File: src/hdl/pfta_div.sv
// ----------------------------------------------------------------------------
// pfta_div: restoring divider, one quotient bit per cycle
// Divides a wide dividend by a narrow divisor after a start pulse; done pulses
// for one cycle with the quotient valid.
// ----------------------------------------------------------------------------
module pfta_div #(
   parameter int DVD_WIDTH = 54,
   parameter int DVS_WIDTH = 7
) (
   input  logic                 clock,
   input  logic                 reset,
   input  logic                 start,
   input  logic [DVD_WIDTH-1:0] dividend,
   input  logic [DVS_WIDTH-1:0] divisor,
   output logic [DVD_WIDTH-1:0] quotient,
   output logic                 done
);

   localparam int CNT_WIDTH = $clog2(DVD_WIDTH + 1);

   logic                 busy_ff,  busy_in;
   logic                 done_ff,  done_in;
   logic [CNT_WIDTH-1:0] cnt_ff,   cnt_in;
   logic [DVD_WIDTH-1:0] dvd_ff,   dvd_in;
   logic [DVS_WIDTH-1:0] rem_ff,   rem_in;
   logic [DVS_WIDTH:0]   rem_shift;
   logic [DVS_WIDTH:0]   rem_diff;
   logic                 ge;

   // trial subtract of the divisor from the shifted remainder
   assign rem_shift = {rem_ff, dvd_ff[DVD_WIDTH-1]};
   assign rem_diff  = rem_shift - {1'b0, divisor};
   assign ge        = (rem_shift >= {1'b0, divisor});

   always_comb begin
      busy_in = busy_ff;
      done_in = 1'b0;
      cnt_in  = cnt_ff;
      dvd_in  = dvd_ff;
      rem_in  = rem_ff;
      if (start) begin
         busy_in = 1'b1;
         cnt_in  = '0;
         dvd_in  = dividend;
         rem_in  = '0;
      end else if (busy_ff) begin
         // shift dividend out, quotient bit in
         dvd_in = {dvd_ff[DVD_WIDTH-2:0], ge};
         rem_in = ge ? rem_diff[DVS_WIDTH-1:0] : rem_shift[DVS_WIDTH-1:0];
         cnt_in = cnt_ff + 1'b1;
         if (cnt_ff == CNT_WIDTH'(DVD_WIDTH - 1)) begin
            busy_in = 1'b0;
            done_in = 1'b1;
         end
      end
   end

   always_ff @(posedge clock) begin
      if (reset) begin
         busy_ff <= 1'b0;
         done_ff <= 1'b0;
         cnt_ff  <= '0;
      end else begin
         busy_ff <= busy_in;
         done_ff <= done_in;
         cnt_ff  <= cnt_in;
      end
   end

   always_ff @(posedge clock) begin
      dvd_ff <= dvd_in;
      rem_ff <= rem_in;
   end

   assign quotient = dvd_ff;
   assign done     = done_ff;

endmodule

File: config.mk
export PLATFORM = sky130hd
export DESIGN_NAME = pfta_div
export DESIGN_NICKNAME = d
export VERILOG_FILES = /design/src/hdl/pfta_div.sv
export SDC_FILE = /design/constraint.sdc
export NUM_CORES = 1
export LEC_CHECK = 0
export BUFFER_PORTS_ARGS = -buffer_cell sky130_fd_sc_hd__buf_4
export CAP_MARGIN = 20
export CELL_PAD_IN_SITES_DETAIL_PLACEMENT = 0
export CELL_PAD_IN_SITES_GLOBAL_PLACEMENT = 2
export CORE_MARGIN = 1.5
export CORE_UTILIZATION = 35
export DETAILED_ROUTE_END_ITERATION = 8
export PLACE_DENSITY = 0.81
export SYNTH_ARGS = -nofsm -noshare
export SYNTH_HDL_FRONTEND = slang
export SYNTH_SLANG_ARGS = --single-unit
File: constraint.sdc
create_clock -name clock -period 4.2 [get_ports clock]
set_input_delay 0 -clock clock [delete_from_list [all_inputs] [get_ports clock]]
set_output_delay 0 -clock clock [all_outputs]
set_load 0.02 [all_outputs]
==> results by group <==
Timing
  • Max Freq: ~0.42 GHz
  • Measured slew at the worst slew-check pin: between 0.8 and 0.9 ns
  • Final hold violation count: 0
  • Worst hold margin: around 0.13 ns
  • Slew Limit Fails: 0
  • Setup repair after global routing missed its margin: no
  • Sum of negative setup slack: 0 ns
  • Layout Skew: 0.00869 ns
  • Final setup violation count: 0
  • Post-layout min period: 2.40 ns
  • Headroom to the max-slew limit: 44.0%
  • Worst-case setup margin in the final layout: 1.80 ns
  • Final cycle utilization of the critical path: 57.2%

CTS
  • Clock net sink count: just under 70
  • Buffer type at the clock tree root: sky130_fd_sc_hd__clkbuf_8
  • Quantity of gates resized following cts: 0
  • Clock latency reported for the late side of the worst-skew pair: approximately 0.34 ns
  • H-Tree Depth: 3
  • Buffers from clock root to sink, at most: 2
  • Post-CTS Hold Fix Bufs: 55
  • # Post-CTS Setup Buffers: 0
  • CTS tree: done
  • Clk slew on worst S/H paths: roughly 0.08 ns
  • CTS buffer count: 9

Die
  • Area of the die: approximately 0.010 mm^2
  • Top Ports: ~120
  • Core Footprint: about 0.0094 mm^2
  • Starting density of the core: ~37%
  • Rows: 35
  • Height of the die: 102 um
  • DIE WIDTH: ~100 um

Cells and area
  • Final Cell Area: 0.00521 mm^2
  • Layout Cells excl Fill: 562
  • Area growth syn-to-layout: 52.0%
  • Fin util: 55.6%
  • Count of antenna diodes in the layout: 0
  • Fraction of layout instances using a drive strength above 1: 46.4%
  • Number of nets in the layout: around 500

Route
  • Detail-routed via count per cell: around 4.8
  • Total routed wirelength: 8370 um
  • Routed WL per cell: approximately 15 um
  • Number of detailed-route iterations in the first pass: 4
  • Number of DRC markers after the initial detailed-route iteration: about 100
  • Drt drc: 0
  • DR vias: about 2.7k
  • Number of nets with antenna violations after detailed routing: 0

Power
  • Total power: between 1.5 and 2 mW
  • Worst IR Drop VDD: roughly 230 uV
  • Leakage power: about 2.2 nW
  • Ratio of total power to cell area: ~370 mW/mm^2

GRT
  • Number of global-route vias before repair: around 2.8k
  • GRT Resource Usage Total: between 15 and 20%
  • Total grt overflow: 0
  • Maximum number of pins on one net before global-route repair: 65
  • Global-route met3 utilization: 5.54%
  • Antenna violations before repair: 0
  • Met1 usage: 20.6%
  • Met2 track demand over resource: between 20% and 30%
  • Most Used Layer, Global Route: met2
  • Global-route wire length before repair: between 10000 and 15000 um

Synth
  • Most common flop cell mapped by yosys: sky130_fd_sc_hd__edfxtp_1
  • Top area cells in the synthesized netlist: sky130_fd_sc_hd__edfxtp_1, sky130_fd_sc_hd__mux2_2, sky130_fd_sc_hd__dfxtp_1
  • Synthesized area per cell: around 14 um^2
  • Portion of synthesized cell area occupied by the leading cell type: a little under half
  • Gate Count Post-Synth: between 200 and 300
  • FFs w/ async S/R, synth: 0%
  • Count of yosys warnings during synthesis: 0
  • Netlist Area Pre-Place: about 0.0034 mm^2
  • Leading area contributor after synthesis: sky130_fd_sc_hd__edfxtp_1
  • Sequential share of the synthesized area: 56.0%
  • Ranking of synthesized cells by instance count: sky130_fd_sc_hd__edfxtp_1, sky130_fd_sc_hd__mux2_2, sky130_fd_sc_hd__dfxtp_1, sky130_fd_sc_hd__inv_1, sky130_fd_sc_hd__nor2_1
  • Synthesized netlist net count: between 300 and 400
  • Synth cell types: between 40 and 50
  • Total of flip-flops plus latches after synthesis: 69
  • Post-synth EDFFs: 54

Run status
  • Result of the run: complete, no violations

Worst setup path
  • CP arrival: between 2 and 2.5 ns
  • Kind of capture point of the worst setup path: flip-flop
  • Critical path peak fanout: 35
  • Crit Reg-Reg Startpoint: busy_ff$_SDFF_PP0_
  • Setup slack of the most critical reg-to-reg path: ~1.8 ns
  • Worst flop-to-flop path endpoint: quotient[26]$_DFFE_PP_
  • Path depth of the worst reg2reg path: 3
  • Category of the worst setup path launch point: flip-flop
  • Crit path kind: reg -> reg
  • CP Data Required Time: 4.22 ns

Placed design
  • Post-place setup slack: approximately 1.6 ns
  • PortBufs: 118
  • Number of instances in the placed design: roughly 490
  • Placement Cell Area: 0.00443 mm^2
  • HPWL after DPL: 5560 um
  • GP Congestion: between 0.7 and 0.8

Worst hold path
  • Hold path cells: 5
  • HP Class: in -> reg
  • HP Start: divisor[0]
  • Hold-critical path endpoint: rem_ff[0]$_SDFFE_PP0P_

Flow run
  • Number of max-cap violations: 0
worst max-delay path, cell delays in order (launching register included):
cell,delay [ns]
sky130_fd_sc_hd__dfxtp_1,0.70
sky130_fd_sc_hd__inv_1,0.28
sky130_fd_sc_hd__nand2_2,0.68
sky130_fd_sc_hd__buf_4,0.41
layout by cell type, fill, tap and decap left out, types with 4 or more instances in the layout:
cell type                       count
sky130_fd_sc_hd__o31ai_1            4
sky130_fd_sc_hd__mux2_2            54
sky130_fd_sc_hd__dfxtp_1           15
sky130_fd_sc_hd__edfxtp_1          54
sky130_fd_sc_hd__dlygate4sd3_1     55
sky130_fd_sc_hd__nor2b_1            5
sky130_fd_sc_hd__buf_4            119
sky130_fd_sc_hd__nor3_1             6
sky130_fd_sc_hd__nand2_1            7
sky130_fd_sc_hd__a41oi_1            4
sky130_fd_sc_hd__ha_1               9
sky130_fd_sc_hd__and3_1             6
sky130_fd_sc_hd__nand4_1            4
sky130_fd_sc_hd__inv_1             12
sky130_fd_sc_hd__clkbuf_8           9
sky130_fd_sc_hd__nor2_1            10
layer usage:
layer | share of wire (%) | vias to the layer above
met5 | 0 | -
met2 | 48 | 81
li1 | - | 1321
met1 | 43 | 1280
met4 | 1.3 | 0
met3 | 7.2 | 8
cell type report:
type | count | area, um^2
sequential | 69 | 1920
inverter | 13 | 48.8
multi-input combinational | 161 | 1400
clock inverter | 7 | 114
tap | 129 | 161
timing repair buffer | 174 | 1440
clock buffer | 9 | 124
fill | 788 | 4160
power breakdown:
part           internal, mW  switching (mW)
combinational         0.218           0.195
clock                 0.391           0.255
sequential            0.816          0.0414
logic make-up after synthesis:
kind of cell               after synthesis  synth area share [%]
DFF                                     69                  56.0
and+or+nand+nor                         57                  9.45
muxes                                   54                  17.7
AOI/OAI and AO/OA                       34                  8.17
buffers and inverters                   24                  3.25
adders and majority gates               10                  3.87
xor gates and xnor gates                 6                  1.53
registers in the layout, indices dropped and copies added (netlist names):
signal and count:
quotient 54, done 1, cnt_ff 6, rem_ff 7
busy_ff 1
worst max path at each step:
stage,slack [ns],to,start,cells after the start
global placement,1.65,quotient[17]$_DFFE_PP_,start,4
CTS,1.78,quotient[26]$_DFFE_PP_,busy_ff$_SDFF_PP0_,3
global route,1.58,quotient[9]$_DFFE_PP_,busy_ff$_SDFF_PP0_,3
detailed placement,1.60,quotient[17]$_DFFE_PP_,start,4
finish,1.80,quotient[26]$_DFFE_PP_,busy_ff$_SDFF_PP0_,3
floorplan,2.11,quotient[0]$_DFFE_PP_,busy_ff$_SDFF_PP0_,3
Note: power is estimated with default switching activity, not from simulation.
